--- src/hjog_pkg.sv ---
// Shared types and constants for the handwheel jog axis controller.
// No dependencies; imported by every module of the block.
`default_nettype none
package hjog_pkg;

	typedef logic signed [15:0] pos_t;
	typedef logic [9:0] rate_t;
	typedef logic [1:0] axis_t;

	// event kinds
	localparam logic [1:0] OP_ENCODER = 2'd0;
	localparam logic [1:0] OP_BUTTONS = 2'd1;
	localparam logic [1:0] OP_RATE    = 2'd2;
	localparam logic [1:0] OP_TICK    = 2'd3;

	// axis codes
	localparam axis_t AXIS_NONE = 2'd0;
	localparam axis_t AXIS_X    = 2'd1;
	localparam axis_t AXIS_Y    = 2'd2;
	localparam axis_t AXIS_Z    = 2'd3;

	// configuration register indexes
	localparam logic [2:0] REG_X_LO  = 3'd0;
	localparam logic [2:0] REG_X_HI  = 3'd1;
	localparam logic [2:0] REG_Y_LO  = 3'd2;
	localparam logic [2:0] REG_Y_HI  = 3'd3;
	localparam logic [2:0] REG_Z_LO  = 3'd4;
	localparam logic [2:0] REG_Z_HI  = 3'd5;
	localparam logic [2:0] REG_DELAY = 3'd6;

	localparam pos_t X_LO_RST = -16'sd14750;
	localparam pos_t X_HI_RST = 16'sd14750;
	localparam pos_t Y_LO_RST = -16'sd12000;
	localparam pos_t Y_HI_RST = 16'sd12000;
	localparam pos_t Z_LO_RST = -16'sd25000;
	localparam pos_t Z_HI_RST = 16'sd0;
	localparam logic [7:0] DELAY_RST = 8'd10;

	// quadrature history codes
	localparam logic [3:0] HIST_UP   = 4'h6;
	localparam logic [3:0] HIST_DOWN = 4'hC;

	localparam logic [6:0] STEP_1   = 7'd1;
	localparam logic [6:0] STEP_10  = 7'd10;
	localparam logic [6:0] STEP_100 = 7'd100;

	localparam logic [9:0] RATE_MASK = 10'h3F8;
	localparam logic [7:0] TICK_MAX  = 8'd255;

	typedef struct packed {
		pos_t [3:0] lo;   // indexed by axis code, axis none is zero
		pos_t [3:0] hi;
		logic [7:0] delay;
	} cfg_t;

	typedef struct packed {
		logic  sent;
		axis_t axis;
		pos_t  position;
		rate_t rate;
	} result_t;

endpackage
`default_nettype wire

--- src/hjog_cfg.sv ---
// Configuration register file: axis limits and send delay.
// Depends on hjog_pkg.
`default_nettype none
module hjog_cfg import hjog_pkg::*; (
	input  wire logic        clk,
	input  wire logic        arst_n,
	input  wire logic        wr_en,
	input  wire logic [2:0]  wr_index,
	input  wire logic [15:0] wr_data,
	output cfg_t             cfg
);

	pos_t x_lo_q, x_hi_q, y_lo_q, y_hi_q, z_lo_q, z_hi_q;
	logic [7:0] delay_q;

	always_ff @(posedge clk or negedge arst_n) begin
		if (!arst_n) begin
			x_lo_q  <= X_LO_RST;
			x_hi_q  <= X_HI_RST;
			y_lo_q  <= Y_LO_RST;
			y_hi_q  <= Y_HI_RST;
			z_lo_q  <= Z_LO_RST;
			z_hi_q  <= Z_HI_RST;
			delay_q <= DELAY_RST;
		end else if (wr_en) begin
			unique case (wr_index)
				REG_X_LO:  x_lo_q  <= wr_data;
				REG_X_HI:  x_hi_q  <= wr_data;
				REG_Y_LO:  y_lo_q  <= wr_data;
				REG_Y_HI:  y_hi_q  <= wr_data;
				REG_Z_LO:  z_lo_q  <= wr_data;
				REG_Z_HI:  z_hi_q  <= wr_data;
				REG_DELAY: delay_q <= wr_data[7:0];
				default: ;  // unused index, write dropped
			endcase
		end
	end

	always_comb begin
		cfg.lo    = {z_lo_q, y_lo_q, x_lo_q, 16'sd0};
		cfg.hi    = {z_hi_q, y_hi_q, x_hi_q, 16'sd0};
		cfg.delay = delay_q;
	end

endmodule
`default_nettype wire

--- src/hjog_core.sv ---
// Jog state and per-word update: encoder decode, clamp, button decode,
// rate capture and tick-driven send. Depends on hjog_pkg.
`default_nettype none
module hjog_core import hjog_pkg::*; (
	input  wire logic       clk,
	input  wire logic       arst_n,
	input  wire logic       advance,
	input  wire logic [1:0] operation,
	input  wire logic [1:0] encoder_bits,
	input  wire logic [5:0] buttons,
	input  wire logic [9:0] rate_sample,
	input  wire cfg_t       cfg,
	output result_t         result
);

	logic [3:0] hist_q, hist_d;
	axis_t      sel_q, sel_d;
	logic [6:0] step_q, step_d;
	logic       pend_q, pend_d;
	logic [7:0] tick_q, tick_d, tick_inc;
	pos_t [3:0] pos_q, pos_d;
	rate_t [3:0] rate_q, rate_d;

	logic signed [17:0] sum, lo18, hi18, clamped;
	logic [17:0] step18;
	logic up, down, sent;
	axis_t rep_axis;

	always_comb begin
		hist_d   = hist_q;
		sel_d    = sel_q;
		step_d   = step_q;
		pend_d   = pend_q;
		tick_d   = tick_q;
		pos_d    = pos_q;
		rate_d   = rate_q;
		sent     = 1'b0;
		rep_axis = sel_q;

		// encoder move, add then clamp against the selected axis limits
		up     = ({hist_q[1:0], encoder_bits} == HIST_UP);
		down   = ({hist_q[1:0], encoder_bits} == HIST_DOWN);
		step18 = {11'd0, step_q};
		sum    = {{2{pos_q[sel_q][15]}}, pos_q[sel_q]} +
			$signed(down ? (18'd0 - step18) : step18);
		lo18 = {{2{cfg.lo[sel_q][15]}}, cfg.lo[sel_q]};
		hi18 = {{2{cfg.hi[sel_q][15]}}, cfg.hi[sel_q]};
		clamped = sum;
		if (clamped > hi18) clamped = hi18;
		if (clamped < lo18) clamped = lo18;  // crossed limits end at lower

		tick_inc = (tick_q == TICK_MAX) ? TICK_MAX : tick_q + 8'd1;

		case (operation)
			OP_ENCODER: begin
				hist_d = {hist_q[1:0], encoder_bits};
				if (up || down) begin
					pos_d[sel_q] = clamped[15:0];
					pend_d       = 1'b1;
				end
			end
			OP_BUTTONS: begin
				if (buttons != 6'd0) begin
					sent   = pend_q && (sel_q != AXIS_NONE);
					tick_d = 8'd0;
					pend_d = 1'b0;
					if (buttons[0])      sel_d = AXIS_X;
					else if (buttons[1]) sel_d = AXIS_Y;
					else if (buttons[2]) sel_d = AXIS_Z;
					else                 sel_d = AXIS_NONE;
					if (buttons[3])      step_d = STEP_1;
					else if (buttons[4]) step_d = STEP_10;
					else if (buttons[5]) step_d = STEP_100;
					else                 step_d = 7'd0;
					rep_axis = sent ? sel_q : sel_d;
				end
			end
			OP_RATE: begin
				rate_d[sel_q] = rate_sample & RATE_MASK;
			end
			default: begin  // timer tick
				tick_d = tick_inc;
				if (tick_inc >= cfg.delay && pend_q && sel_q != AXIS_NONE) begin
					sent   = 1'b1;
					tick_d = 8'd0;
					pend_d = 1'b0;
				end
			end
		endcase

		result.sent     = sent;
		result.axis     = rep_axis;
		result.position = pos_d[rep_axis];
		result.rate     = rate_d[rep_axis];
	end

	always_ff @(posedge clk or negedge arst_n) begin
		if (!arst_n) begin
			hist_q <= 4'd0;
			sel_q  <= AXIS_NONE;
			step_q <= 7'd0;
			pend_q <= 1'b0;
			tick_q <= 8'd0;
			pos_q  <= '0;
			rate_q <= '0;
		end else if (advance) begin
			hist_q <= hist_d;
			sel_q  <= sel_d;
			step_q <= step_d;
			pend_q <= pend_d;
			tick_q <= tick_d;
			pos_q  <= pos_d;
			rate_q <= rate_d;
		end
	end

endmodule
`default_nettype wire

--- src/handwheel_jog_axis_controller.sv ---
// Top level of the handwheel jog axis controller: input register, core
// update, result register. Depends on hjog_pkg, hjog_cfg, hjog_core.
//
//  channel | handshake            | word
//  --------+----------------------+-------------------------------------------
//  in      | in_valid / in_ready  | operation, encoder_bits, buttons, rate_sample
//  out     | out_valid / out_ready| command_sent, axis, position, rate
//  cfg     | cfg_valid / cfg_ready| cfg_index, cfg_data
//
// Each word passes through the input register, then the state update and
// result capture in the output register. One word per cycle is sustained
// while out_ready stays high; the core updates state as a word moves
// from the input register to the output register.
// A stalled output holds the input register; in_ready drops only when both
// registers are full and out_ready is low. Reset loads the limit defaults.
`default_nettype none
module handwheel_jog_axis_controller import hjog_pkg::*; (
	input  wire logic        clk,
	input  wire logic        arst_n,
	input  wire logic        in_valid,
	output logic             in_ready,
	input  wire logic [1:0]  operation,
	input  wire logic [1:0]  encoder_bits,
	input  wire logic [5:0]  buttons,
	input  wire logic [9:0]  rate_sample,
	output logic             out_valid,
	input  wire logic        out_ready,
	output logic             command_sent,
	output logic [1:0]       axis,
	output logic signed [15:0] position,
	output logic [9:0]       rate,
	input  wire logic        cfg_valid,
	output logic             cfg_ready,
	input  wire logic [2:0]  cfg_index,
	input  wire logic [15:0] cfg_data
);

	logic       valid_s1;
	logic [1:0] op_s1, enc_s1;
	logic [5:0] btn_s1;
	logic [9:0] smp_s1;
	logic       valid_s2;
	result_t    res_s2, res;
	cfg_t       cfg;
	logic       advance;

	assign cfg_ready = 1'b1;
	assign advance   = valid_s1 && (!valid_s2 || out_ready);
	assign in_ready  = !valid_s1 || advance;

	always_ff @(posedge clk or negedge arst_n) begin
		if (!arst_n) begin
			valid_s1 <= 1'b0;
			valid_s2 <= 1'b0;
		end else begin
			if (in_ready) valid_s1 <= in_valid;
			if (advance) valid_s2 <= 1'b1;
			else if (out_ready) valid_s2 <= 1'b0;
		end
	end

	always_ff @(posedge clk) begin
		if (in_valid && in_ready) begin
			op_s1  <= operation;
			enc_s1 <= encoder_bits;
			btn_s1 <= buttons;
			smp_s1 <= rate_sample;
		end
		if (advance) res_s2 <= res;
	end

	hjog_cfg u_cfg (
		.clk      (clk),
		.arst_n   (arst_n),
		.wr_en    (cfg_valid && cfg_ready),
		.wr_index (cfg_index),
		.wr_data  (cfg_data),
		.cfg      (cfg)
	);

	hjog_core u_core (
		.clk          (clk),
		.arst_n       (arst_n),
		.advance      (advance),
		.operation    (op_s1),
		.encoder_bits (enc_s1),
		.buttons      (btn_s1),
		.rate_sample  (smp_s1),
		.cfg          (cfg),
		.result       (res)
	);

	assign out_valid    = valid_s2;
	assign command_sent = res_s2.sent;
	assign axis         = res_s2.axis;
	assign position     = res_s2.position;
	assign rate         = res_s2.rate;

endmodule
`default_nettype wire

--- config.mk ---
export PLATFORM = sky130hd
export DESIGN_NAME = handwheel_jog_axis_controller
export DESIGN_NICKNAME = d
export VERILOG_FILES = /design/src/hjog_pkg.sv /design/src/hjog_cfg.sv /design/src/hjog_core.sv /design/src/handwheel_jog_axis_controller.sv
export SDC_FILE = /design/constraint.sdc
export NUM_CORES = 1
export LEC_CHECK = 0
export BUFFER_PORTS_ARGS = -buffer_cell sky130_fd_sc_hd__buf_2
export CAP_MARGIN = 20
export CELL_PAD_IN_SITES_DETAIL_PLACEMENT = 1
export CELL_PAD_IN_SITES_GLOBAL_PLACEMENT = 1
export CORE_MARGIN = 2
export CORE_UTILIZATION = 42
export DETAILED_ROUTE_END_ITERATION = 16
export PLACE_DENSITY = 0.79
export RECOVER_POWER = 50
export SYNTH_ARGS = -nofsm -noshare
export SYNTH_HDL_FRONTEND = slang
export SYNTH_SLANG_ARGS = --single-unit
--- constraint.sdc ---
create_clock -name clk -period 8.1 [get_ports clk]
set_clock_uncertainty 0.15 [all_clocks]
set_input_delay 0.405 -clock clk [delete_from_list [all_inputs] [get_ports clk]]
set_output_delay 0.405 -clock clk [all_outputs]
set_load 0.03 [all_outputs]
Word level (Yosys, flattened, before mapping) --
Index checks and enable logic that the tools add are counted. W data, S select, Z words.
Operators by class: order comparisons 6, reductions and logical operators 29, equal/unequal tests 13, bitwise gates (word level) 2, multiplexer cells 44, $add $sub $neg 3
Operators with widths (number):
- $bmux W16 S2 | 4
- $mux W64 | 2
- $mux W16 | 6
- $bwmux W64 | 1
- $bwmux W40 | 1
- $mux W40 | 1
- $mux W18 | 2
- $demux W16 S2 | 1
- $mux W8 | 3
- $mux W7 | 3
- $bmux W10 S2 | 1
- $demux W10 S2 | 1
- $mux W10 | 2
- $add A18 B18 Y18 | 1
- $gt A18 B16 Y1 | 1
- $lt A18 B16 Y1 | 1
- $pmux W8 S2 | 1
- $reduce_and A2 Y1 | 8
- $mux W2 | 6
- $eq A3 B3 Y1 const B | 3
- $add A8 B1 Y8 const B | 1
- $eq A8 B8 Y1 const B | 1
- $ge A8 B8 Y1 | 1
- $sub A1 B7 Y8 const A | 1
- 24 further kinds | 44
Storage, ports and cells: register bits after elaboration 279, word-level logic and storage cells 127, input bits 44

Longest topological paths before layout --
Gate-level depths: netlist of the first run.
depth in word-level cells 12, mapped depth 38

Hierarchy --
Synthesis of the first run repeated with hierarchy kept, for this count alone.
Unflattened totals: cell total of the unflattened synthesis 1310, area, all modules 15616.2 µm²
By module, submodules not included:
- hjog_core | instances 1, sequential area each 3002.9 µm², cells an instance 990, area an instance 9738.1 µm²
- hjog_cfg | instances 1, sequential area each 2650.0 µm², cells an instance 261, area an instance 4291.6 µm²
- handwheel_jog_axis_controller | instances 1, sequential area each 1521.5 µm², cells an instance 59, area an instance 1586.5 µm²

Worst setup path before layout of the first run --
No wires, ideal clock.
kind flip-flop to flip-flop, start point register u_core.sel_q[0], end point register res_s2 (netlist bit position[5]) (data pin), required time 7689 ps, slack -746 ps, stages on the path, launching flop included 36, period minus slack after synthesis 8846 ps, library setup time 261 ps, arrival time 8435 ps, cell sequence dfrtp_1 > clkbuf_1 > buf_1 > buf_1 > mux4_2 > ha_1 > inv_1 > fa_1 > nor2b_4 > o31a_1 > o32a_1 > a41o_1 > a21oi_1 > nor2_1 > o21a_1 > o21ai_0 > ha_1 > nand4_2 > a211oi_1 > a211o_1 > o31a_1 > o21ai_2 > buf_4 > mux2_2 > ha_1 > nand3_1 > nor4_1 > o21ai_0 > o211ai_1 > mux2_2 > a41o_2 > buf_8 > nand2_1 > o21a_1 > o21ai_0 > a221o_1
RTL lines:
- from (decl) | line hjog_core.sv:17 | axis_t sel_q, sel_d;
- from (signal assigned) | line hjog_core.sv:108 | sel_q <= sel_d;
- to (signal assigned) | line handwheel_jog_axis_controller.sv:69 | if (advance) res_s2 <= res;
- to (decl) | line handwheel_jog_axis_controller.sv:43 | result_t res_s2, res;

==> impl_metrics.yaml, run 1 <==
outcome:
  outcome: "finished with violations"
  failed_checks: "capacitance limit, slew limit"
cells_and_area:
  drive_gt1_share_pct: 31.67
  layout.cells.most_common_list: "sky130_fd_sc_hd__dfrtp_1, sky130_fd_sc_hd__mux2_2, sky130_fd_sc_hd__nand2_1, sky130_fd_sc_hd__o21ai_0, sky130_fd_sc_hd__buf_4"
  final_nets: 1623
  layout_commonest_cell: "sky130_fd_sc_hd__dfrtp_1"
  finish.cell_count_without_fillers: 1996
  number_of_diodes: 0
  areaGrowthSynthToFinish_pct: 21.08
critical_path:
  critPathMaxFanout: 8
  reg2reg_to: "position[5]"
  timing.critical_path.from_type: "flip-flop"
  worst_setup_path_end_kind: "flip-flop"
  timing.reg2reg.worst_path_depth: 31
  worstPathArrival_ns: 8.18
  required_ns: 8.26
  crit_path_max_incr_delay_ns: 0.46
  critical_path_class: "reg -> reg"
  r2r-start: "enc_s1[0]"
  rrSetupSlack_ns: 0.08
  crit_path_top_delay_cell: "sky130_fd_sc_hd__a2111oi_2"
logic_synthesis:
  synth_nets: 1451
  syn_area_um2: 14820
  synth.largest_area_cell: "sky130_fd_sc_hd__dfrtp_1"
  synth_warnings: 0
  postSynthAreaPerCell_um2: 11.02
  synth_top_area_share_pct: 31.75
  asyncSetResetFlopFracSynth_pct: 83.09
  synth_cell_types: 80
  ys.flop_type: "sky130_fd_sc_hd__dfrtp_1"
  yosysSeqAreaShare_pct: 47.81
  synth.top_cells.by_area: "sky130_fd_sc_hd__dfrtp_1, sky130_fd_sc_hd__mux2_2, sky130_fd_sc_hd__edfxtp_1"
  post_synth_edffs: 46
  postSynthRegisterBits: 272
  syn_inst: 1345
placed_design:
  io_buffers: 71
  gp_congestion: 0.8962
  preCtsSetupSlack_ns: -0.1975
  placed_wire_length_estimate_after_detailed_placement_mm: 28.74
  placed_cells: 1895
die:
  pin_count: 76
  die-height_um: 191.8
  chipWidth_um: 191.8
  initial_utilization_pct: 42.79
  core_region_area_um2: 34630
  core.rowCount: 68
  die_area_um2: 36800
cts:
  cts.sinks: 272
  max-clock-path-buffers: 3
  cts_tree: "built"
  cts_inserted_buffers: 30
  htreeDepth: 1
  clk_pin_slew_ns: 0.06
  clockRootBuffer: "sky130_fd_sc_hd__clkbuf_16"
  source_to_sink_clock_delay_at_the_later_pin_of_the_worst_skew_pair_ns: 0.59
global_routing:
  grt_pass1_vias: 12533
  grt_remaining_overflow: 0
  grt.total_usage_pct: 24.16
  grt_pass1_wl_mm: 69.69
  antenna_found_initial: 0
  grt_max_degree: 78
power_and_ir_drop:
  standby_leakage_power_nw: 7.799
  powerDensity_nw_per_um2: 398.9
  vdd.ir_drop.worst_mv: 0.2555
hold_path:
  hold_path_class: "in -> reg"
  hold_path_startpoint: "cfg_data[12]"
  holdPathEnd: "u_cfg.z_lo_q[12]"
  number_of_cells_traversed_by_the_worst_hold_path: 2
detailed_routing:
  viasPerCell: 5.841
  drt-pass1-iter-count: 5
  routedWlPerCell_um: 22.53
  drt_drc_violations_left: 0
  vias: 11659
  finalWirelength_mm: 44.96
  first_iter_violations: 621
  ant_nets: 0
sta:
  worst-slew-pin-transition_ns: 4.245
  layout_min_cycle_time_ns: 8.024
  timing.max_slew.rel_slack_pct: -183.0
  timing.final.hold_violations: 0
  min_period_over_period_pct: 99.07
  fmax_ghz: 0.1246
  final-setup-viol-count: 0
  worst_hold_slack_ns: 0.03075
  post_layout_worst_setup_margin_ns: 0.07553
  final_count_of_pins_violating_max_slew: 161
run:
  maxCapViolCount: 3
-- cell usage after synthesis, types with 8 or more instances --
master,count
sky130_fd_sc_hd__dfrtp_1,188
sky130_fd_sc_hd__nor2_1,61
sky130_fd_sc_hd__o21ai_0,94
sky130_fd_sc_hd__a22o_1,15
sky130_fd_sc_hd__dfstp_2,38
sky130_fd_sc_hd__o22ai_1,14
sky130_fd_sc_hd__buf_1,8
sky130_fd_sc_hd__or3_1,12
sky130_fd_sc_hd__nand3_1,36
sky130_fd_sc_hd__a221oi_1,8
sky130_fd_sc_hd__a22oi_1,22
sky130_fd_sc_hd__mux2_2,185
sky130_fd_sc_hd__clkbuf_1,38
sky130_fd_sc_hd__nor3_1,17
sky130_fd_sc_hd__edfxtp_1,46
sky130_fd_sc_hd__o31ai_1,10
sky130_fd_sc_hd__o21a_1,10
sky130_fd_sc_hd__nand2b_1,12
sky130_fd_sc_hd__a21o_1,11
sky130_fd_sc_hd__inv_1,60
sky130_fd_sc_hd__nand2_1,156
sky130_fd_sc_hd__ha_1,61
sky130_fd_sc_hd__a21oi_1,45
sky130_fd_sc_hd__mux4_2,16
sky130_fd_sc_hd__mux2i_1,24
sky130_fd_sc_hd__o211ai_1,10
sky130_fd_sc_hd__and2_1,19
-- flip-flops by register name, indices dropped and copies added, names as in the netlist, 2 cells and up --
signal and cells:
u_core.hist_q 2, smp_s1 7, u_core.step_q 3, u_cfg.y_lo_q 16, u_core.tick_q 8, u_cfg.x_hi_q 16
u_cfg.z_lo_q 16, u_core.pos_q 64, rate 10, axis 2, u_cfg.delay_q 8, u_core.rate_q 40
position 16, op_s1 2, u_cfg.x_lo_q 16, u_core.sel_q 2, btn_s1 6, u_cfg.z_hi_q 16
u_cfg.y_hi_q 16, enc_s1 2
-- logic make-up (layout without fill, tap and decap cells) --
group | after synthesis | count (layout) | synth area share (%)
muxes | 227 | 227 | 18.37
other | 1 | 1 | 0.02531
xor gates and xnor gates | 13 | 13 | 0.7684
and+or+nand+nor | 361 | 361 | 11.63
AOI/OAI and AO/OA | 290 | 291 | 12.78
adders and majority gates | 62 | 62 | 5.286
DFF | 272 | 272 | 47.81
buffers and inverters | 119 | 314 | 3.344
-- layer usage --
layer	routed length, um	GRT usage (%)
met1	18610	30.41
met5	0	0
met3	1714	2.832
met2	23270	43.34
met4	1369	7.456
-- repair_timing --
item / CTS / global route
endpoints found under the hold margin: 112 / 0
pin swaps: 1 / 16
gates cloned: 0 / 2
setup endpoints to repair: 29 / 71
setup buffers: 2 / 10
gates resized for setup: 9 / 54
hold buffers: 27 / 0
-- per-stage QoR --
stage | setup TNS [ns] | total power, mW | utilization (%) | instance area (um^2)
global placement | 0 | 4.961 | 46.73 | 16180
global route | -1.546 | 7.523 | 51.81 | 17940
CTS | -0.003294 | 6.754 | 50.96 | 17650
finish | 0 | 7.158 | 51.81 | 17940
floorplan | 0 | 3.917 | - | 14840
detailed placement | -2.471 | 5.115 | 46.82 | 16210
-- where the power goes --
group | internal [mW] | switching [mW]
Sequential | 1.73 | 0.179
Clock | 0.923 | 0.600
Combinational | 1.69 | 2.04
-- layout make-up --
cell class	instances	area, um^2
Tap cell	455	569.3
Sequential cell	272	7087
Inverter	61	229.0
Timing Repair Buffer	197	1386
Fill cell	3659	16690
Multi-Input combinational cell	955	7567
Clock buffer	34	785.8
Clock inverter	22	317.8
-- worst max path at each step --
stage / start / endpoint / cells past startpoint
2_1_floorplan: u_core.sel_q[0] / position[5] / 33
3_3_place_gp: u_core.sel_q[0] / position[14] / 32
3_5_place_dp: u_core.sel_q[0] / position[14] / 32
4_1_cts: u_core.sel_q[0] / position[9] / 33
5_1_grt: enc_s1[0] / position[0] / 33
6_report: enc_s1[0] / position[5] / 31
-- worst max-delay path, delay by kind of cell, from the launching register on --
family,cells,cell delay (ns)
AOI/OAI and AO/OA,16,4.00
and+or+nand+nor,5,0.62
DFF,1,0.39
adders and majority gates,3,0.94
muxes,3,0.94
buffers and inverters,3,0.52
xor gates and xnor gates,1,0.20
No activity file was read; power rests on OpenSTA's default activity.
==> inputs of run 2 (changes only) <==
- CTS_BUF_LIST: unset -> sky130_fd_sc_hd__clkbuf_16
- SETUP_SLACK_MARGIN: unset -> 0.5
==> run 2 against run 1 <==
Hold slack worse by 0.015 ns. Sequential power about the same. Register-to-register slack better by 0.05 ns. The flow still finishes with violations (capacitance limit, slew limit). Largest power group unchanged. Maximum frequency up 0.57%. Final cell count about the same. Largest cell class unchanged. Combinational power up 26%. Count of clock-buffer cells in the layout down 4. Non-clock buffer count down 2. First-iteration DRC count up 12%. Setup slack better by 0.046 ns. Clock power down 9%.
==> impl_metrics.yaml, run 2 (synthesis gave the netlist of run 1 again) <==
power_and_ir_drop:
  power_report.internal_total_mw: 4.781
  standby_leakage_power_nw: 7.935
  clock_power_share_pct: 17.2
  power.share.combinational_pct: 58.9
  p_sw_mw: 3.218
  vdd.ir_drop.worst_mv: 0.2486
  p_total_mw: 7.999
  switching_share_pct: 40.23
  p_seq_share_pct: 23.9
  powerDensity_nw_per_um2: 435.2
cells_and_area:
  areaGrowthSynthToFinish_pct: 24.04
  number_of_diodes: 0
  top_regs: "u_core.pos_q x64, u_core.rate_q x40"
  final_nets: 1622
  post-route-util_pct: 53.08
  fillers: 3623
  drive_gt1_share_pct: 35.84
  finish.cell_count_without_fillers: 1995
  top_register: "u_core.pos_q"
  layout.cells.most_common_list: "sky130_fd_sc_hd__dfrtp_1, sky130_fd_sc_hd__mux2_2, sky130_fd_sc_hd__nand2_1, sky130_fd_sc_hd__buf_4, sky130_fd_sc_hd__inv_1"
  largest_register_ff_count: 64
  finalInstanceArea_um2: 18380
  layout_commonest_cell: "sky130_fd_sc_hd__dfrtp_1"
die:
  die_area_um2: 36800
  chipWidth_um: 191.8
  pin_count: 76
  initial_utilization_pct: 42.79
  core.rowCount: 68
  die-height_um: 191.8
  core_region_area_um2: 34630
hold_path:
  hold_path_class: "in -> reg"
outcome:
  failed_checks: "capacitance limit, slew limit"
  outcome: "finished with violations"
sta:
  grt_setup_unrepaired: "true"
  final_count_of_pins_violating_max_slew: 299
  worst_hold_slack_ns: 0.01589
  post_layout_worst_setup_margin_ns: 0.1213
  worst-slew-pin-transition_ns: 4.150
  fmax_ghz: 0.1253
  timing.max_slew.rel_slack_pct: -176.7
  min_period_over_period_pct: 98.50
  timing.final.hold_violations: 0
  final-setup-viol-count: 0
  layout_min_cycle_time_ns: 7.979
  final.setup.tns_ns: 0
critical_path:
  crit_path_max_incr_delay_ns: 0.51
  critical_path_class: "reg -> reg"
  critPathMaxFanout: 10
  crit_path_top_delay_cell: "sky130_fd_sc_hd__mux4_2"
  timing.critical_path.from_type: "flip-flop"
  worstPathArrival_ns: 8.25
  required_ns: 8.37
  worst_setup_path_end_kind: "flip-flop"
cts:
  clk_pin_slew_ns: 0.06
  cts_tree: "built"
  source_to_sink_clock_delay_at_the_later_pin_of_the_worst_skew_pair_ns: 0.58
  max-clock-path-buffers: 3
  htreeDepth: 1
  cts_inserted_buffers: 30
  cts.sinks: 272
  clockRootBuffer: "sky130_fd_sc_hd__clkbuf_16"
detailed_routing:
  first_iter_violations: 694
  routedWlPerCell_um: 23.14
  met2_length_mm: 23.73
  drt_drc_violations_left: 0
  finalWirelength_mm: 46.17
  met1Wirelength_mm: 18.80
  vias: 11799
  ant_nets: 0
  met3RoutedLength_mm: 1.875
  drt-pass1-iter-count: 5
  top_layer_used: "met4"
  viasPerCell: 5.914
placed_design:
  preCtsSetupSlack_ns: -0.08657
  placed_wire_length_estimate_after_detailed_placement_mm: 28.15
  placed_cells: 1849
  post_dp_area_um2: 16000
  gp_congestion: 0.8394
  io_buffers: 71
run:
  maxCapViolCount: 7
global_routing:
  grt_remaining_overflow: 0
  antenna_found_initial: 0
  grt_pass1_wl_mm: 69.26
  grt.total_usage_pct: 24.20
  grt_pass1_vias: 12755
  grt_max_degree: 82
==> run 2: worst paths after layout <==
kind                                       start  slack (ns)           endpoint  cells after the start
max in group asynchronous                 arst_n        2.47    u_cfg.x_lo_q[8]                      3
worst max-delay path             u_core.sel_q[0]        0.12       position[11]                     31
worst min register to register  u_core.rate_q[1]        0.34   u_core.rate_q[1]                      1
worst min-delay path                cfg_data[15]        0.02   u_cfg.z_hi_q[15]                      2
worst max register to register   u_core.sel_q[0]        0.12       position[11]                     31
min in group asynchronous                 arst_n        1.67  u_core.rate_q[39]                      2
==> run 2: layer usage <==
layer,vias up,global-route usage (%)
li1,5278,-
met5,-,0
met2,314,43.03
met1,6103,29.70
met4,0,9.438
met3,104,3.289
==> run 2: layout make-up <==
type | count | area, um^2 | share of cell area [%]
Clock inverter | 26 | 235.2 | 1.280
Multi-Input combinational cell | 956 | 7995 | 43.50
Timing Repair Buffer | 195 | 1511 | 8.223
Sequential cell | 272 | 7087 | 38.56
Tap cell | 455 | 569.3 | 3.097
Inverter | 61 | 231.5 | 1.259
Clock buffer | 30 | 750.7 | 4.084
==> run 2: worst max-delay path, delay by kind of cell (launching register included) <==
kind            cells  cell delay [ns]
buf+inv             5             0.65
mux                 3             1.08
simple gates        8             1.38
compound gates     12             3.16
fa+ha+maj           3             0.89
flops               1             0.48
==> run 2: power groups by stage <==
stage / clock network, mW / registers (mW) / logic, mW
3_3_place_gp: 0 / 1.90 / 2.93
3_5_place_dp: 0 / 1.92 / 3.06
4_1_cts: 1.40 / 1.90 / 3.85
2_1_floorplan: 0 / 1.93 / 2.16
5_1_grt: 1.46 / 1.95 / 4.93
6_report: 1.38 / 1.91 / 4.71
==> run 2: timing repair <==
action / CTS / global route
pin swaps: 25 / 46
endpoints found under the setup margin: 75 / 80
gates resized for setup: 63 / 133
hold buffers: 23 / 0
gates cloned: 5 / 0
endpoints found under the hold margin: 90 / 0
buffers inserted: 31 / 27
